==> config.mk <==
export PLATFORM = sky130hd
export DESIGN_NAME = htwd_ctrl
export DESIGN_NICKNAME = d
export VERILOG_FILES = /design/src/sv/htwd_pkg.sv /design/src/sv/htwd_ctrl.sv
export SDC_FILE = /design/constraint.sdc
export NUM_CORES = 1
export LEC_CHECK = 0
export BUFFER_PORTS_ARGS = -buffer_cell sky130_fd_sc_hd__buf_4
export CAP_MARGIN = 20
export CORE_AREA = 5 5 42 44
export CTS_CLUSTER_SIZE = 20
export DETAILED_ROUTE_END_ITERATION = 12
export DIE_AREA = 0 0 47 49
export PLACE_DENSITY = 0.42
export SKIP_CTS_REPAIR_TIMING = 1
export SLEW_MARGIN = 20
export SYNTH_ARGS = -nofsm -noshare
export SYNTH_HDL_FRONTEND = slang
export SYNTH_SLANG_ARGS = --single-unit
==> constraint.sdc <==
create_clock -name clk -period 1.16 [get_ports clk]
set_input_delay 0.058 -clock clk [delete_from_list [all_inputs] [get_ports clk]]
set_output_delay 0.058 -clock clk [all_outputs]
set_load 0.02 [all_outputs]
==> src/sv/htwd_pkg.sv <==
package htwd_pkg;

	localparam int NODE_W        = 9;
	localparam int NODE_AW       = 8;
	localparam int BITS_PER_BYTE = 8;
	localparam int BIT_CNT_W     = 3;
	localparam int CNT_W         = 32;

	localparam logic [NODE_W-1:0] ROOT_RESET = 9'd256;

	localparam logic [1:0] MODE_LOAD    = 2'd0;
	localparam logic [1:0] MODE_DATA    = 2'd1;
	localparam logic [1:0] MODE_RESTART = 2'd2;

	typedef enum logic [1:0] {
		ST_IDLE,
		ST_WALK,
		ST_FLUSH
	} htwd_state_t;

	typedef struct packed {
		logic load;
		logic restart;
		logic start;
		logic step;
		logic flush;
	} htwd_cmd_t;

	typedef struct packed {
		logic stall;
		logic walk_end;
		logic flush_ok;
		logic finished;
	} htwd_stat_t;

endpackage

==> src/sv/htwd_ctrl.sv <==
module htwd_ctrl import htwd_pkg::*; (
	input  logic       clk,
	input  logic       arst_n,
	input  logic       s_tvalid,
	output logic       s_tready,
	input  logic [1:0] mode,
	input  htwd_stat_t stat,
	output htwd_cmd_t  cmd
);

	htwd_state_t state_q;
	htwd_state_t state_d;

	always_ff @(posedge clk or negedge arst_n) begin
		if (!arst_n) begin
			state_q <= ST_IDLE;
		end else begin
			state_q <= state_d;
		end
	end

	always_comb begin
		state_d  = state_q;
		cmd      = '0;
		s_tready = 1'b0;
		unique case (state_q)
			ST_IDLE: begin
				s_tready = 1'b1;
				if (s_tvalid) begin
					unique case (mode)
						MODE_LOAD: begin
							cmd.load = 1'b1;
						end
						MODE_DATA: begin
							// drop data bytes once the symbol total was reached
							if (!stat.finished) begin
								cmd.start = 1'b1;
								state_d   = ST_WALK;
							end
						end
						MODE_RESTART: begin
							cmd.restart = 1'b1;
						end
						default: begin
						end
					endcase
				end
			end
			ST_WALK: begin
				if (!stat.stall) begin
					cmd.step = 1'b1;
					if (stat.walk_end) begin
						state_d = ST_FLUSH;
					end
				end
			end
			ST_FLUSH: begin
				if (stat.flush_ok) begin
					cmd.flush = 1'b1;
					state_d   = ST_IDLE;
				end
			end
			default: begin
				state_d = ST_IDLE;
			end
		endcase
	end

endmodule

==> results.json, run 1 <==
{
  "dpl.hpwl_um": 464,
  "fmaxAchievable_mhz": 712,
  "power_density_nw_per_um2": 1080,
  "syn_avg_cell_area_sq_um": 8.46,
  "maxSlewViolCount": 0,
  "drt_iter0_drc": 0,
  "rows": 14,
  "hold_viol": 0,
  "wire_per_inst_um": 10.8,
  "layout.cells.non_filler": 53,
  "top_regs": "state_q x2",
  "io_pins": 15,
  "slew_headroom": 0.846,
  "tightest_slew_ps": 231,
  "start_util": 0.103,
  "netlist_area_sq_um": 144,
  "crit_chain": "or3b_4, nor3b_4, buf_6",
  "setup_viol": 5,
  "grt_overflow": 0,
  "synth_top_cell_area_share": 0.348,
  "cts_tree": "built",
  "total_power_mw": 0.391,
  "setup_ws_ps": -244,
  "ant_nets": 0,
  "antenna_found_initial": 0,
  "clock_latency_ps": 220,
  "grt_usage": 0.0606,
  "vias_per_cell": 3.74,
  "syn_nets": 26,
  "worst_setup_path_end_kind": "output pin",
  "dr_total_vias": 198,
  "synthDistinctLibCells": 11,
  "ys.warnings.count": 0,
  "crit_slowest_cell": "or3b_4",
  "top_register": "state_q",
  "skew_ps": 2.21,
  "cpPeakStageDelay_ps": 430,
  "route.detailed.drc": 0,
  "whs_ps": 26.7,
  "die_w_um": 47,
  "violations": "setup timing",
  "p_leak_nw": 0.172,
  "cap_violations": 0,
  "cts_buffer_depth": 2,
  "worstPathArrival_ps": 1350,
  "critPathKind": "reg -> out",
  "vdd_drop_max_mv": 0.362,
  "status": "finished with violations",
  "fin_crit_sh": 1.21,
  "h-tree-depth": 1,
  "cts_sinks": 2,
  "port_buffers": 14,
  "dp_cells": 49,
  "dieArea_sq_um": 2300,
  "wl_um": 574,
  "area_growth_pct": 151,
  "crit_path_start_kind": "flip-flop",
  "tns_ps": -675,
  "cp.buffers_inverters": 1,
  "fp.dieH_um": 49,
  "cts_root_buffer": "clkbuf_4",
  "post-place-ws_ps": -27.6,
  "rsz0062_at_grt": "yes",
  "yosys_register_bits": 2,
  "first_global_vias": 214,
  "layout-drive-gt1-share": 0.676,
  "cts_inserted_buffers": 3,
  "grt_max_degree": 5,
  "core_area_sq_um": 1400,
  "yosysTopAreaCell": "dfrtp_1",
  "n_antenna_cell": 0,
  "ff2ff_setup_slack_ps": 110,
  "syn_inst": 17,
  "dr.pass1.iters": 1,
  "netlist_top_cells_area": "dfrtp_1 35%, nor2_1 10%, nand2b_1 8.7%, nor3b_2 8.7%, or3b_4 7.8%",
  "routabilityCongestion": 0.614,
  "nets": 48,
  "worstPathRequired_ps": 1100,
  "grt_pass1_wl_um": 883,
  "largest_register_ffs": 2,
  "ys_seq_area_frac": 0.348,
  "hp-class": "in -> reg",
  "cts.clk_slew.worst_paths_ps": 30,
  "post-route-min-period_ps": 1400,
  "crit_family": "simple AND/OR/NAND/NOR gates",
  "worst-path-max-fanout": 4
}
==> area by class of cell <==
| cell class | instances | area (sq um) |
|---|---|---|
| fillers | 155 | 1040 |
| repair buffers | 17 | 141 |
| multi-input cells | 13 | 120 |
| flip-flops and latches | 2 | 50.0 |
| clock buffers | 3 | 22.5 |
| well taps | 16 | 20.0 |
| inverters | 2 | 7.51 |
==> synth_stat cells, drive strengths merged <==
cell and count:
dfrtp 2, o32ai 1, nor3 1, o22ai 1, or3b 2, nor2b 1
nand2b 2, nor3b 1, nor2 4, inv 2
==> worst reg2reg max path: stages, from the launching register on <==
cell and delay (ps):
dfrtp_1 360, or3b_4 430, o22ai_1 170
==> final timing paths <==
path,from,endpoint,cells after the start
worst max-delay path,state_q[0],cmd[3],3
worst min-delay path,stat[1],state_q[1],2
min in group asynchronous,arst_n,state_q[1],2
worst max register to register,state_q[0],state_q[0],2
worst min register to register,state_q[0],state_q[0],2
max in group asynchronous,arst_n,state_q[0],2
==> layer usage <==
layer	wire length [um]	global-route usage	part of all wire
met1	263	0.0791	0.46
met2	195	0.0520	0.34
met3	115	0.0554	0.20
met4	0	0.0553	0
met5	0	0	0
==> through the flow <==
step | utilization | cell area, sq um
after floorplan | - | 155
after global placement | 0.211 | 295
after detailed placement | 0.211 | 295
after CTS | 0.227 | 318
after global routing | 0.258 | 362
final | 0.258 | 362
==> logic make-up after synthesis <==
kind of cell | Yosys count | share of synthesized area
and+or+nand+nor | 11 | 0.496
DFF | 2 | 0.348
AOI/OAI and AO/OA | 2 | 0.104
buffers and inverters | 2 | 0.0522
==> power breakdown <==
part	leakage (nW)	internal (mW)	total, mW	switching (mW)
clock network	0.0138	0.114	0.155	0.0403
logic	0.131	0.0845	0.155	0.0705
registers	0.0271	0.0774	0.0815	0.00409
==> cell usage in the layout, fill, tap and decap left out <==
cell	synthesis	layout
buf_4	0	13
nor3_2	0	1
buf_6	0	3
clkbuf_4	0	3
nor2b_1	1	1
nor2_1	4	3
dfrtp_1	2	2
or3b_1	1	1
o22ai_1	1	1
nand2b_4	0	2
nor3b_4	0	1
or3b_4	1	1
inv_1	2	2
o32ai_1	1	1
nor2_4	0	1
dlygate4sd3_1	0	1
Note: power is estimated with default switching activity, not from simulation.
==> run 2: changes to the inputs <==
- CAP_MARGIN: 20 -> unset
- REMOVE_ABC_BUFFERS: unset -> 1
==> run 2 against run 1 <==
  * The flow still finishes with violations (setup timing)
  * Non-clock buffer count increased by 1
  * Final area unchanged
  * Total power decreased by 1.3%
  * Fmax increased by 1.6%
  * Global-route usage decreased by 1.1 points
  * Largest cell class unchanged
  * Highest routed layer is now met4
==> results.json, run 2 (synthesis gave the netlist of run 1 again) <==
{
  "status": "finished with violations",
  "violations": "setup timing",
  "cts_sinks": 2,
  "grt_max_degree": 5,
  "fin_crit_sh": 1.19,
  "setup_ws_ps": -222,
  "critPathKind": "reg -> out",
  "largest_register_ffs": 2,
  "vias_per_cell": 3.61,
  "core_area_sq_um": 1400,
  "fill_cells": 167,
  "cts_root_buffer": "clkbuf_4",
  "tightest_slew_ps": 221,
  "mostFrequentLayoutCells": "15 x buf_4, 3 x clkbuf_4",
  "final_area_sq_um": 362,
  "cts_buffer_depth": 2,
  "route.detailed.drc": 0,
  "placed_area_sq_um": 284,
  "grt_pass1_wl_um": 724,
  "setup_viol": 3,
  "p_leak_nw": 0.171,
  "skew_ps": 4.29,
  "hold_viol": 0,
  "crit_path_start_kind": "flip-flop",
  "wl_um": 487,
  "dr.pass1.iters": 2,
  "start_util": 0.103,
  "crit_slowest_cell": "or3b_4",
  "top_regs": "state_q x2",
  "reg2reg_depth": 2,
  "top_register": "state_q",
  "n_antenna_cell": 0,
  "r2r_end": "state_q[0]",
  "die_w_um": 47,
  "wire_per_inst_um": 9.02,
  "cap_violations": 0,
  "total_power_mw": 0.386,
  "worstHoldPathCells": 2,
  "cts_tree": "built",
  "grt_overflow": 0,
  "antenna_found_initial": 0,
  "layout-drive-gt1-share": 0.684,
  "fmaxAchievable_mhz": 723,
  "cts_inserted_buffers": 3,
  "first_global_vias": 186,
  "dr_total_vias": 195,
  "rr_startpoint": "state_q[0]",
  "area_growth_pct": 151,
  "worstHoldStart": "stat[1]",
  "post-route-min-period_ps": 1380,
  "worstPathArrival_ps": 1320,
  "routabilityCongestion": 0.545,
  "grt_usage": 0.0493,
  "port_buffers": 14,
  "slew_headroom": 0.852,
  "cts.clk_slew.worst_paths_ps": 30,
  "worst_setup_path_end_kind": "output pin",
  "worst-path-max-fanout": 4,
  "io_pins": 15,
  "ff2ff_setup_slack_ps": 130,
  "nets": 49,
  "ant_nets": 0,
  "rows": 14,
  "cpPeakStageDelay_ps": 420,
  "rsz0062_at_grt": "yes",
  "h-tree-depth": 1,
  "final_common_cell": "buf_4",
  "clock_latency_ps": 220,
  "whs_ps": 27.1,
  "crit_chain": "or3b_4, nor3b_2, buf_4",
  "drt_iter0_drc": 4,
  "maxSlewViolCount": 0,
  "worstPathRequired_ps": 1100,
  "fp.dieH_um": 49,
  "power_density_nw_per_um2": 1070,
  "vdd_drop_max_mv": 0.282,
  "hp-class": "in -> reg",
  "dieArea_sq_um": 2300,
  "hold_end": "state_q[1]"
}
-- run 2: changes by cell type in the layout (fill, tap and decap cells not counted), sizes merged --
cell  before  now
buf       16   17
-- run 2: routing by layer --
metal	vias up	part of all wire	wire (um)	global-route usage
met5	-	0	0	0
met4	0	0.016	8	0.0553
met3	2	0.094	46	0.0369
met2	8	0.46	226	0.0566
met1	83	0.42	205	0.0507
li1	102	-	-	-
-- run 2: worst max-delay path by stage --
stage	start	end	slack, ps	depth (start not counted)
floorplan	state_q[0]	cmd[4]	-160	2
global placement	state_q[0]	cmd[3]	-2	3
detailed placement	state_q[0]	cmd[3]	-20	3
CTS	state_q[0]	cmd[3]	-260	3
global route	state_q[0]	cmd[3]	-300	3
finish	state_q[0]	cmd[3]	-220	3
-- run 2: stage by stage --
stage	setup TNS, ps	worst slack [ps]	instances	util
floorplan	-206	-159	17	-
global placement	-2.48	-2.48	49	0.203
detailed placement	-15.9	-15.9	49	0.203
CTS	-764	-259	52	0.219
global route	-885	-301	54	0.258
finish	-586	-222	54	0.258
-- run 2: area by class of cell --
cell class / instances / area [sq um] / area share
Multi-Input combinational cell: 13 / 116 / 0.322
Tap cell: 16 / 20.0 / 0.0554
Sequential cell: 2 / 50.0 / 0.138
Clock buffer: 3 / 22.5 / 0.0623
Timing Repair Buffer: 18 / 145 / 0.401
Inverter: 2 / 7.51 / 0.0208
-- run 2: where the power goes --
| group | total [mW] | switching [mW] | internal (mW) |
|---|---|---|---|
| clock network | 0.152 | 0.0382 | 0.114 |
| registers | 0.0808 | 0.00343 | 0.0774 |
| logic | 0.153 | 0.0674 | 0.0858 |
| total | 0.386 | 0.109 | 0.277 |
-- run 2: worst max-delay path, delay by kind of cell (launching register included) --
kind	cells	cell delay, ps
buffers and inverters	1	160
and+or+nand+nor	2	580
DFF	1	360
==> run 3: changes to the inputs <==
- ABC_AREA: unset -> 1
- PLACE_DENSITY: 0.42 -> 0.43
==> run 3 against run 2 <==
  * Synthesized cell count grew 47%
  * Highest routed layer is now met3
  * Clock power barely moved
  * First-iteration DRC count decreased by 100%
  * Critical path depth is the same
  * Synthesized area up 9.6%
  * Final area is 9.7% lower
  * Hold slack gained 63 ps
  * Cell count rose by 9.3%
  * Critical endpoint is now cmd[4]
  * The flow still finishes with violations (setup timing)
  * Clock skew fell by 3.5 ps
==> results.json, run 3 <==
{
  "status": "finished with violations",
  "violations": "setup timing",
  "worst_setup_path_end_kind": "output pin",
  "multiInputGateArea_sq_um": 91.3,
  "grt_usage": 0.0437,
  "grt_max_degree": 6,
  "cts_tree": "built",
  "clock_latency_ps": 220,
  "mostFrequentLayoutCells": "13 x buf_4, 6 x nand2_1, 5 x nor2_1",
  "h-tree-depth": 1,
  "synthArstFlopShare": 1.00,
  "rows": 14,
  "power.internal_mw": 0.252,
  "setup_viol": 1,
  "p_sw_mw": 0.104,
  "n_antenna_cell": 0,
  "nets": 54,
  "syn_inst": 25,
  "synthTopCellsByCount": "6 x nand2_1, 5 x inv_1, 5 x nor2_1",
  "yosysTopAreaCell": "dfrtp_1",
  "ant_nets": 0,
  "antenna_found_initial": 0,
  "power_frac_seq": 0.249,
  "dieArea_sq_um": 2300,
  "synth-edff-count": 0,
  "area_growth_pct": 107,
  "fill_cells": 170,
  "cts_buffer_depth": 2,
  "post-route-min-period_ps": 1160,
  "yosys.cell_count.top_type": "nand2_1",
  "dpl.hpwl_um": 391,
  "fp.dieH_um": 49,
  "ys_seq_area_frac": 0.317,
  "cts_sinks": 2,
  "fin_crit_sh": 1.00,
  "synth_top_cell_area_share": 0.317,
  "port_buffers": 14,
  "core_area_sq_um": 1400,
  "cts.clk_slew.worst_paths_ps": 30,
  "drt_iter0_drc": 0,
  "maxSlewViolCount": 0,
  "yosys_register_bits": 2,
  "area.sequential_sq_um": 51.3,
  "ys.flop_type": "dfrtp_1",
  "cp.buffers_inverters": 1,
  "hp-class": "in -> reg",
  "worst-path-max-fanout": 5,
  "worstPathArrival_ps": 1110,
  "wl_um": 451,
  "placed_area_sq_um": 283,
  "pwr-share-comb": 0.330,
  "vias_per_cell": 3.36,
  "rsz0062_at_grt": "yes",
  "tightest_slew_ps": 148,
  "crit_slowest_cell": "dfrtp_2",
  "start_util": 0.112,
  "largest_register_ffs": 2,
  "syn_avg_cell_area_sq_um": 6.31,
  "synthDistinctLibCells": 10,
  "setup_ws_ps": -3.36,
  "top_regs": "state_q x2",
  "p_leak_nw": 0.185,
  "dr_total_vias": 198,
  "vdd_drop_max_mv": 0.433,
  "slew_headroom": 0.900,
  "fmaxAchievable_mhz": 860,
  "worstPathRequired_ps": 1100,
  "critPathKind": "reg -> out",
  "skew_ps": 0.841,
  "cap_violations": 0,
  "sw_frac_of_total": 0.292,
  "ys.warnings.count": 0,
  "total_power_mw": 0.356,
  "netlist_top_cells_area": "dfrtp_1 32%, nand2_1 14%, inv_1 12%, nor2_1 12%, nor3b_2 7.9%",
  "grt_pass1_wl_um": 717,
  "cpPeakStageDelay_ps": 430,
  "io_pins": 15,
  "routabilityCongestion": 0.684,
  "cts_inserted_buffers": 3,
  "pwr-share-clk": 0.421,
  "dp_cells": 55,
  "grt_overflow": 0,
  "power_density_nw_per_um2": 1090,
  "final_common_cell": "buf_4",
  "cts_root_buffer": "clkbuf_4",
  "crit_family": "flip-flops",
  "layout.cells.non_filler": 59,
  "first_global_vias": 178,
  "wire_per_inst_um": 7.64,
  "hold_viol": 0,
  "route.detailed.drc": 0,
  "netlist_area_sq_um": 158,
  "layout-drive-gt1-share": 0.512,
  "dr.pass1.iters": 1,
  "die_w_um": 47,
  "tns_ps": -3.36,
  "crit_chain": "nor2_4, nor3b_4, buf_6",
  "final_area_sq_um": 327,
  "top_register": "state_q",
  "whs_ps": 90.3,
  "crit_path_start_kind": "flip-flop"
}
[run 3: cells by family after synthesis]
| logic type | count (synthesis) | share of synthesized area |
|---|---|---|
| and+or+nand+nor | 16 | 0.508 |
| DFF | 2 | 0.317 |
| buffers and inverters | 6 | 0.143 |
| AOI/OAI and AO/OA | 1 | 0.0317 |
[run 3: metrics by stage]
step	setup WS (ps)	utilization
detailed placement	193	0.202
finish	-3.36	0.233
CTS	-54.2	0.218
floorplan	109	-
global route	-92.6	0.233
global placement	211	0.202
[run 3: layout make-up]
cell class	instances	area share
clock buffers	3	0.0690
inverters	6	0.0690
multi-input cells	17	0.280
flip-flops and latches	2	0.157
well taps	16	0.0613
repair buffers	15	0.364
[run 3: layer usage]
| layer | up-vias | share of wire | global-route usage |
|---|---|---|---|
| li1 | 113 | - | - |
| met1 | 77 | 0.39 | 0.0527 |
| met2 | 8 | 0.48 | 0.0566 |
| met3 | 0 | 0.12 | 0.0258 |
| met4 | 0 | 0 | 0.0276 |
| met5 | - | 0 | 0 |
[run 3: worst register-to-register path, delay by kind of cell (launching register included)]
family | cells | cell delay (ps)
flip-flops | 1 | 430
AND/OR/NAND/NOR | 3 | 290
[run 3: power groups by stage]
stage / registers (mW) / logic [mW] / clock network (mW)
CTS: 0.0874 / 0.110 / 0.163
global placement: 0.0881 / 0.110 / 0
global route: 0.0907 / 0.131 / 0.167
finish: 0.0886 / 0.117 / 0.150
floorplan: 0.0870 / 0.0575 / 0
detailed placement: 0.0880 / 0.110 / 0
[run 3: path summary, 6_finish.rpt]
path / startpoint / end / slack, ps / cells past startpoint
max reg2reg: state_q[0] / state_q[0] / 370 / 3
min: stat[1] / state_q[1] / 90 / 4
min reg2reg: state_q[0] / state_q[0] / 590 / 2
max in group asynchronous: arst_n / state_q[0] / 900 / 2
min in group asynchronous: arst_n / state_q[0] / 170 / 2
max: state_q[0] / cmd[4] / -3 / 3
